--- config.mk ---
export PLATFORM = sky130hd
export DESIGN_NAME = sstf_request_scheduler
export DESIGN_NICKNAME = d
export VERILOG_FILES = /design/src/sv/sstf_pkg.sv /design/src/sv/sstf_ram.sv /design/src/sv/sstf_request_scheduler.sv
export SDC_FILE = /design/constraint.sdc
export NUM_CORES = 2
export LEC_CHECK = 0
export BUFFER_PORTS_ARGS = -buffer_cell sky130_fd_sc_hd__buf_2
export CORE_MARGIN = 2
export CORE_UTILIZATION = 33
export DETAILED_ROUTE_END_ITERATION = 6
export GPL_TIMING_DRIVEN = 0
export PLACE_DENSITY = 0.49
export RECOVER_POWER = 25
export SLEW_MARGIN = 25
export SYNTH_ARGS = -nofsm -noshare
export SYNTH_HDL_FRONTEND = slang
export SYNTH_SLANG_ARGS = --single-unit
--- constraint.sdc ---
create_clock -name clk -period 7.2 [get_ports clk]
set_clock_uncertainty 0.15 [all_clocks]
set_input_delay 1.44 -clock clk [delete_from_list [all_inputs] [get_ports clk]]
set_output_delay 1.44 -clock clk [all_outputs]
set_load 0.03 [all_outputs]
--- src/sv/sstf_pkg.sv ---
package sstf_pkg;

	typedef enum logic [1:0] {
		ST_ADDED      = 2'd0,
		ST_DISPATCHED = 2'd1,
		ST_EMPTY      = 2'd2,
		ST_FULL       = 2'd3
	} status_t;

	typedef enum logic [3:0] {
		S_IDLE,
		S_SCAN_RD,
		S_SCAN_CHK,
		S_SHIFT_UP_RD,
		S_SHIFT_UP_WR,
		S_INSERT,
		S_DSP_RD,
		S_DSP_NB,
		S_DSP_NB2,
		S_DSP_DECIDE,
		S_SHIFT_DN_RD,
		S_SHIFT_DN_WR,
		S_OUT
	} state_t;

	localparam int SECTOR_W = 48;
	localparam int TAG_W    = 8;
	localparam int ENTRY_W  = SECTOR_W + TAG_W;

endpackage

--- src/sv/sstf_ram.sv ---
module sstf_ram #(
	parameter int WIDTH = 8,
	parameter int DEPTH = 64
) (
	input  logic                     clk,
	input  logic                     we,
	input  logic [$clog2(DEPTH)-1:0] waddr,
	input  logic [WIDTH-1:0]         wdata,
	input  logic [$clog2(DEPTH)-1:0] raddr,
	output logic [WIDTH-1:0]         rdata
);

	logic [WIDTH-1:0] mem [DEPTH];

	always_ff @(posedge clk) begin
		if (we) begin
			mem[waddr] <= wdata;
		end
		rdata <= mem[raddr];
	end

endmodule

--- src/sv/sstf_request_scheduler.sv ---
// Channel   Dir   Payload
// s_axis    in    tuser: mode; tdata[47:0] req_sector, [55:48] req_tag
// m_axis    out   tdata[1:0] status, [49:2] out_sector, [57:50] out_tag,
//                 [64:58] pending_count, zero fill to 72 bits
//
// Each item walks the sorted array in the entry memory: an add scans up
// for its slot, then shifts the entries above it up; a dispatch reads the
// current entry and both neighbours, then shifts the entries above it down.
// An add to a full queue or a dispatch from an empty one skips the walk.
// Reset clears count, position and output valid; memory contents stay as is.
// One item is in work at a time; s_axis_tready is low until the result
// register is free again. m_axis stalls hold the result.
module sstf_request_scheduler #(
	parameter int QUEUE_DEPTH = 64
) (
	input  logic        clk,
	input  logic        arst_n,
	input  logic        s_axis_tvalid,
	output logic        s_axis_tready,
	input  logic [55:0] s_axis_tdata,   // req_sector, req_tag
	input  logic        s_axis_tuser,   // mode
	output logic        m_axis_tvalid,
	input  logic        m_axis_tready,
	output logic [71:0] m_axis_tdata    // status, out_sector, out_tag, pending_count
);

	localparam int AW = $clog2(QUEUE_DEPTH);
	localparam int CW = $clog2(QUEUE_DEPTH + 1);
	localparam int EW = sstf_pkg::ENTRY_W;
	localparam int SW = sstf_pkg::SECTOR_W;

	sstf_pkg::state_t state_q, state_d;

	logic [CW-1:0] count_q;
	logic [AW-1:0] pos_q;
	logic [CW-1:0] idx_q;
	logic [SW-1:0] sec_q;
	logic [7:0]    tag_q;
	logic [SW-1:0] cur_q, lo_q;
	logic [7:0]    curtag_q;
	logic [AW-1:0] p_q;
	logic          ovalid_q;
	logic [1:0]    ost_q;
	logic [SW-1:0] osec_q;
	logic [7:0]    otag_q;

	logic          we;
	logic [AW-1:0] waddr, raddr;
	logic [EW-1:0] wdata, rdata;
	logic [SW-1:0] rsec;

	sstf_ram #(.WIDTH(EW), .DEPTH(QUEUE_DEPTH)) u_ram (
		.clk(clk), .we(we), .waddr(waddr), .wdata(wdata), .raddr(raddr), .rdata(rdata)
	);

	assign rsec = rdata[SW-1:0];
	assign s_axis_tready = (state_q == sstf_pkg::S_IDLE) && !ovalid_q;
	assign m_axis_tvalid = ovalid_q;
	assign m_axis_tdata = {7'd0, 7'(count_q), otag_q, osec_q, ost_q};

	logic [SW-1:0] d_lo, d_hi;
	assign d_lo = (cur_q >= lo_q) ? cur_q - lo_q : lo_q - cur_q;
	assign d_hi = (rsec >= cur_q) ? rsec - cur_q : cur_q - rsec;

	always_comb begin
		state_d = state_q;
		we = 1'b0;
		waddr = idx_q[AW-1:0];
		wdata = rdata;
		case (state_q)
			sstf_pkg::S_IDLE: begin
				if (s_axis_tvalid && s_axis_tready) begin
					if (!s_axis_tuser) begin
						if (count_q >= CW'(QUEUE_DEPTH)) begin
							state_d = sstf_pkg::S_OUT;
						end else if (count_q == '0) begin
							state_d = sstf_pkg::S_INSERT;
						end else begin
							state_d = sstf_pkg::S_SCAN_RD;
						end
					end else if (count_q == '0) begin
						state_d = sstf_pkg::S_OUT;
					end else begin
						state_d = sstf_pkg::S_DSP_RD;
					end
				end
			end
			sstf_pkg::S_SCAN_RD: state_d = sstf_pkg::S_SCAN_CHK;
			sstf_pkg::S_SCAN_CHK: begin
				if (rsec > sec_q) begin
					state_d = sstf_pkg::S_SHIFT_UP_RD;
				end else if (idx_q + 1'b1 == count_q) begin
					state_d = sstf_pkg::S_INSERT;
				end else begin
					state_d = sstf_pkg::S_SCAN_RD;
				end
			end
			sstf_pkg::S_SHIFT_UP_RD: state_d = sstf_pkg::S_SHIFT_UP_WR;
			sstf_pkg::S_SHIFT_UP_WR: begin
				we = 1'b1;
				waddr = AW'(idx_q);
				if (idx_q - 1'b1 == CW'(p_q)) begin
					state_d = sstf_pkg::S_INSERT;
				end else begin
					state_d = sstf_pkg::S_SHIFT_UP_RD;
				end
			end
			sstf_pkg::S_INSERT: begin
				we = 1'b1;
				wdata = {tag_q, sec_q};
				state_d = sstf_pkg::S_OUT;
			end
			sstf_pkg::S_DSP_RD:  state_d = sstf_pkg::S_DSP_NB;
			sstf_pkg::S_DSP_NB:  state_d = sstf_pkg::S_DSP_NB2;
			sstf_pkg::S_DSP_NB2: state_d = sstf_pkg::S_DSP_DECIDE;
			sstf_pkg::S_DSP_DECIDE: begin
				if (CW'(p_q) + 1'b1 >= count_q) begin
					state_d = sstf_pkg::S_OUT;
				end else begin
					state_d = sstf_pkg::S_SHIFT_DN_RD;
				end
			end
			sstf_pkg::S_SHIFT_DN_RD: state_d = sstf_pkg::S_SHIFT_DN_WR;
			sstf_pkg::S_SHIFT_DN_WR: begin
				we = 1'b1;
				waddr = AW'(idx_q - 1'b1);
				if (idx_q + 1'b1 >= count_q) begin
					state_d = sstf_pkg::S_OUT;
				end else begin
					state_d = sstf_pkg::S_SHIFT_DN_RD;
				end
			end
			sstf_pkg::S_OUT: state_d = sstf_pkg::S_IDLE;
			default: state_d = sstf_pkg::S_IDLE;
		endcase
	end

	always_ff @(posedge clk or negedge arst_n) begin
		if (!arst_n) begin
			state_q  <= sstf_pkg::S_IDLE;
			count_q  <= '0;
			pos_q    <= '0;
			ovalid_q <= 1'b0;
		end else begin
			state_q <= state_d;
			if (state_q == sstf_pkg::S_OUT) begin
				ovalid_q <= 1'b1;
			end else if (ovalid_q && m_axis_tready) begin
				ovalid_q <= 1'b0;
			end
			case (state_q)
				sstf_pkg::S_IDLE: begin
					if (s_axis_tvalid && s_axis_tready) begin
						sec_q  <= s_axis_tdata[SW-1:0];
						tag_q  <= s_axis_tdata[55:48];
						osec_q <= '0;
						otag_q <= '0;
						if (!s_axis_tuser) begin
							idx_q <= '0;
							if (count_q >= CW'(QUEUE_DEPTH)) begin
								ost_q <= sstf_pkg::ST_FULL;
							end
						end else if (count_q == '0) begin
							ost_q <= sstf_pkg::ST_EMPTY;
						end else begin
							p_q <= (CW'(pos_q) >= count_q) ? AW'(count_q - 1'b1) : pos_q;
							idx_q <= (CW'(pos_q) >= count_q) ? count_q - 1'b1 : CW'(pos_q);
						end
					end
				end
				// find first slot with sector above the new one
				sstf_pkg::S_SCAN_CHK: begin
					if (rsec > sec_q) begin
						p_q <= idx_q[AW-1:0];
						idx_q <= count_q;
					end else if (idx_q + 1'b1 == count_q) begin
						p_q <= AW'(count_q);
						idx_q <= count_q;
					end else begin
						idx_q <= idx_q + 1'b1;
					end
				end
				// read k-1, write k; stop at the insert slot
				sstf_pkg::S_SHIFT_UP_WR: begin
					idx_q <= idx_q - 1'b1;
				end
				sstf_pkg::S_INSERT: begin
					ost_q <= sstf_pkg::ST_ADDED;
					if (count_q == '0) begin
						pos_q <= '0;
					end else if (CW'(idx_q[AW-1:0]) <= CW'(pos_q)
						&& CW'(pos_q) + 1'b1 < count_q + 1'b1) begin
						pos_q <= pos_q + 1'b1;
					end
					count_q <= count_q + 1'b1;
				end
				sstf_pkg::S_DSP_NB: begin
					cur_q <= rsec;
					curtag_q <= rdata[EW-1:SW];
				end
				sstf_pkg::S_DSP_NB2: begin
					lo_q <= rsec;
				end
				sstf_pkg::S_DSP_DECIDE: begin
					// rdata holds the upper neighbour here
					ost_q <= sstf_pkg::ST_DISPATCHED;
					osec_q <= cur_q;
					otag_q <= curtag_q;
					if (count_q == CW'(1)) begin
						pos_q <= '0;
					end else if (p_q == '0) begin
						pos_q <= p_q;
					end else if (CW'(p_q) + 1'b1 >= count_q) begin
						pos_q <= p_q - 1'b1;
					end else begin
						pos_q <= (d_lo < d_hi) ? p_q - 1'b1 : p_q;
					end
					idx_q <= CW'(p_q) + 1'b1;
					if (CW'(p_q) + 1'b1 >= count_q) begin
						count_q <= count_q - 1'b1;
					end
				end
				sstf_pkg::S_SHIFT_DN_WR: begin
					if (idx_q + 1'b1 >= count_q) begin
						count_q <= count_q - 1'b1;
					end else begin
						idx_q <= idx_q + 1'b1;
					end
				end
				default: ;
			endcase
		end
	end

	// read address per state: shift up reads k-1, dispatch reads p, p-1, p+1
	logic [AW-1:0] raddr_sel;
	always_comb begin
		case (state_q)
			sstf_pkg::S_SHIFT_UP_RD: raddr_sel = AW'(idx_q - 1'b1);
			sstf_pkg::S_DSP_RD:      raddr_sel = p_q;
			sstf_pkg::S_DSP_NB:      raddr_sel = p_q - 1'b1;
			sstf_pkg::S_DSP_NB2:     raddr_sel = p_q + 1'b1;
			sstf_pkg::S_DSP_DECIDE:  raddr_sel = p_q + 1'b1;
			default:                 raddr_sel = idx_q[AW-1:0];
		endcase
	end

	assign raddr = raddr_sel;

`ifndef SYNTH
	a_count_range: assert property (@(posedge clk) disable iff (!arst_n)
		count_q <= CW'(QUEUE_DEPTH)) else $error("count overflow");
	a_ready_idle: assert property (@(posedge clk) disable iff (!arst_n)
		s_axis_tready |-> state_q == sstf_pkg::S_IDLE) else $error("ready while busy");
	a_hold: assert property (@(posedge clk) disable iff (!arst_n)
		m_axis_tvalid && !m_axis_tready |=> $stable(m_axis_tdata)) else $error("result moved");
`endif

endmodule

==> results.yml <==
global_route:
  initial_antenna_violation_count: 67
  first_global_vias: 94100
  grt_usage: 0.200
  maximum_number_of_pins_on_one_net_before_global_route_repair: 65
  grt_first_pass_wirelength_mm: 712
  grt-ovfl-total: 0
place:
  dp_cells: 16200
  place_hpwl_mm: 380
  port_buffers: 126
  instance_area_at_placement_sq_mm: 0.180
  gp_routability_congestion: 0.901
synth:
  biggest_area_consumer_among_synthesized_cells: "sky130_fd_sc_hd__edfxtp_1"
  synth_area_sq_mm: 0.162
  postSynthCellCount: 9241
  yosys.area.top_type_share: 0.705
  synth-warning-count: 0
  yosys_register_bits: 3889
  synthTopCellsByArea: "sky130_fd_sc_hd__edfxtp_1 (71%), sky130_fd_sc_hd__mux4_2 (12%), sky130_fd_sc_hd__ha_1 (2.5%)"
  count_of_flip_flops_with_a_built_in_enable_after_synthesis: 3815
  synth-seq-area-share: 0.715
  yosys.cell_count.top_type: "sky130_fd_sc_hd__edfxtp_1"
  post_synth_num_cell_types: 97
  post_synthesis_mean_instance_area_sq_um: 17.6
  ys_top_cells_by_count: "sky130_fd_sc_hd__edfxtp_1 (3815), sky130_fd_sc_hd__nand2_1 (999), sky130_fd_sc_hd__mux4_2 (898)"
  dominantRegCellSynth: "sky130_fd_sc_hd__edfxtp_1"
  proportion_of_register_bits_with_asynchronous_set_or_reset_after_synthesis: 0.00463
floorplan:
  die-height_um: 706
  die_w_um: 706
  io_pins: 135
  die_area_sq_mm: 0.498
  floorplan.initialDensity: 0.331
  rows: 257
  fp.coreArea_sq_mm: 0.490
critical_path:
  cp_data_required_time_ps: 7930
  worst-path-max-fanout: 7
  critical_path.endpoint_type: "register"
  critical_path_class: "register to register"
  r2r_setup_slack_ps: 150
  setup.worst_path.start_class: "register"
  reg2reg_to: "pos_q[5]"
  reg2reg_depth: 27
  r2r_start: "cur_q[0]"
  startpoint: "cur_q[0]"
  cp.arrival_ps: 7790
  timing.critical_path.to: "pos_q[5]"
sta:
  layout_worst_path_cycle_share: 0.980
  period_needed_ps: 7050
  timing.slew.headroom: -1.05
  final_max_slew_viol_count: 1654
  hold_viol: 0
  setup-violations-final: 0
  maxClockFrequency_ghz: 0.142
  setup_repair_after_global_routing_missed_its_margin: "no"
  timing.setup.tns_ps: 0
  worstMarginPinSlew_ps: 3070
clock_tree:
  cts_tree: "built"
  htreeDepth: 5
  clk_root_buffer_cell: "sky130_fd_sc_hd__clkbuf_16"
  clk_path_buf_depth: 4
  worst_setup_hold_path_clk_slew_ps: 60
  clock-sinks: 3889
  clock_insertion_delay_worst_skew_ps: 1020
  tritoncts.num_buffers: 408
drt:
  vias_per_cell: 5.35
  route.vias.total: 90700
  antenna_violating_nets_post_route: 0
  routedWlPerCell_um: 30.2
  initialDrtViolationCount: 10000
  dr.pass1.iters: 7
  drt-total-wl_mm: 511
  route.detailed.drc: 1
power:
  combPwrFrac: 0.477
  power_density_mw_per_mm2: 514
  p_int_uw: 58200
  share_clk_of_total_power: 0.213
  p_sw_uw: 40500
  peakVddDrop_mv: 0.324
  netSwitchingFraction: 0.410
  leak_pwr_uw: 0.0636
  pwr-share-seq: 0.310
finish:
  final_cell_count_no_fill: 16900
  layout.core_utilization: 0.392
  flow.area_growth_from_synthesis_pct: 18.4
  ratio_of_cells_with_drive_above_1_in_the_final_layout: 0.220
  final_nets: 10500
  final_design_area_no_fill_sq_mm: 0.192
status:
  status: "finished, violations left"
  violations: "DRC, capacitance limit, slew limit"
flow_run:
  max_cap_viol_count: 48
min_path:
  timing.hold.worst.class: "register to register"
[layout by cell type, fill, tap and decap left out, types with 65 or more instances in the layout]
cell type,instances
sky130_fd_sc_hd__edfxtp_1,3815
sky130_fd_sc_hd__nand2_1,998
sky130_fd_sc_hd__mux4_2,898
sky130_fd_sc_hd__clkbuf_16,416
sky130_fd_sc_hd__clkbuf_1,383
sky130_fd_sc_hd__ha_1,329
sky130_fd_sc_hd__a21oi_1,277
sky130_fd_sc_hd__inv_1,270
sky130_fd_sc_hd__buf_2,255
sky130_fd_sc_hd__nor2_1,207
sky130_fd_sc_hd__o21ai_0,186
sky130_fd_sc_hd__nand3_1,159
sky130_fd_sc_hd__a211oi_1,139
sky130_fd_sc_hd__buf_16,137
sky130_fd_sc_hd__buf_12,134
sky130_fd_sc_hd__a31oi_1,130
sky130_fd_sc_hd__and2_1,130
sky130_fd_sc_hd__a21o_1,115
sky130_fd_sc_hd__o21ai_1,110
sky130_fd_sc_hd__clkinv_1,101
sky130_fd_sc_hd__xnor2_1,92
sky130_fd_sc_hd__nand4_1,73
sky130_fd_sc_hd__clkinv_2,73
sky130_fd_sc_hd__buf_4,66
sky130_fd_sc_hd__nor2_4,65
[routing by layer]
metal	wire length, um	track usage	up-vias
met1	210000	0.265	48000
met3	32500	0.0273	794
met4	15000	0.0544	2
li1	-	-	38600
met5	13	0	-
met2	254000	0.346	3291
[sequential cells by signal, summed over array words and instances (netlist names), 7 cells and up]
register	flops
cur_q	48
u_ram.rdata	56
count_q	7
osec_q	48
idx_q	7
curtag_q	8
u_ram.mem	3584
lo_q	48
otag_q	8
tag_q	8
sec_q	48
[worst min path at each step]
stage | startpoint | end | slack, ps | cells past startpoint
6_report | u_ram.rdata[54] | curtag_q[6] | 270 | 0
5_1_grt | u_ram.rdata[51] | curtag_q[3] | 290 | 0
4_1_cts | arst_n | count_q[3] | 280 | 1
3_5_place_dp | u_ram.rdata[54] | curtag_q[6] | 270 | 0
3_3_place_gp | u_ram.rdata[55] | curtag_q[7] | 260 | 0
2_1_floorplan | u_ram.rdata[48] | curtag_q[0] | 250 | 0
[stage by stage]
| step | worst slack (ps) | hold slack, ps | power (uW) |
|---|---|---|---|
| after detailed placement | -1610 | 268 | 78900 |
| after CTS | 24.3 | 278 | 100000 |
| after floorplan | 1480 | 254 | 57700 |
| after global placement | -3400 | 262 | 76800 |
| final | 146 | 273 | 98800 |
| after global routing | 13.7 | 294 | 103000 |
[worst max-delay path: stages, from the launching register on]
cell and delay [ps]:
sky130_fd_sc_hd__edfxtp_1 440, sky130_fd_sc_hd__inv_1 180, sky130_fd_sc_hd__ha_1 210, sky130_fd_sc_hd__inv_1 80, sky130_fd_sc_hd__fa_1 400, sky130_fd_sc_hd__nand3_1 150
sky130_fd_sc_hd__a31oi_1 190, sky130_fd_sc_hd__o21ai_2 290, sky130_fd_sc_hd__a31oi_1 190, sky130_fd_sc_hd__a211oi_4 300, sky130_fd_sc_hd__buf_4 230, sky130_fd_sc_hd__buf_4 270
sky130_fd_sc_hd__a211oi_1 80, sky130_fd_sc_hd__a21oi_1 300, sky130_fd_sc_hd__a21oi_2 180, sky130_fd_sc_hd__o21ai_0 520, sky130_fd_sc_hd__a31oi_1 240, sky130_fd_sc_hd__xnor2_1 240
sky130_fd_sc_hd__ha_1 290, sky130_fd_sc_hd__a21o_1 170, sky130_fd_sc_hd__a21oi_1 160, sky130_fd_sc_hd__o21ai_1 170, sky130_fd_sc_hd__or4b_4 580, sky130_fd_sc_hd__o21bai_4 250
sky130_fd_sc_hd__buf_4 190, sky130_fd_sc_hd__nand3_1 100, sky130_fd_sc_hd__xor2_1 200, sky130_fd_sc_hd__o21ai_0 150
[cell type report]
type / count / area, sq um
diodes: 26 / 65.1
multi-input cells: 4574 / 44000
plain buffers: 504 / 2470
fillers: 44500 / 298000
inverters: 275 / 1030
flip-flops and latches: 3889 / 116000
clock buffers: 503 / 10800
clock inverters: 249 / 2390
well taps: 6475 / 8100
repair buffers: 452 / 7280
[power groups by stage]
| stage | Combinational (uW) | Clock [uW] | Sequential [uW] |
|---|---|---|---|
| after floorplan | 26400 | 0 | 31400 |
| after global placement | 44500 | 0 | 32400 |
| after detailed placement | 48000 | 0 | 30900 |
| after CTS | 48300 | 21400 | 30400 |
| after global routing | 50200 | 22300 | 30700 |
| final | 47100 | 21000 | 30600 |
[repair_timing]
item	4_1_cts	5_1_grt
hold endpoints to repair	0	0
endpoints found under the setup margin	6	6
hold buffers	0	0
pin swaps	11	5
buffers inserted	13	1
gates resized for setup	56	18
[kinds of logic (layout without fill, tap and decap cells)]
logic type / after synthesis / in the layout / share of synthesized area
AND/OR/NAND/NOR: 1784 / 1784 / 0.0480
XOR/XNOR: 139 / 139 / 0.00749
AO/OA/AOI/OAI: 1349 / 1349 / 0.0537
multiplexers: 962 / 962 / 0.129
flip-flops: 3889 / 3889 / 0.715
adder cells (fa/ha/maj): 333 / 333 / 0.0258
buffers and inverters: 784 / 1983 / 0.0213
other: 1 / 33 / 0.0000231
Note: power is estimated with default switching activity, not from simulation.
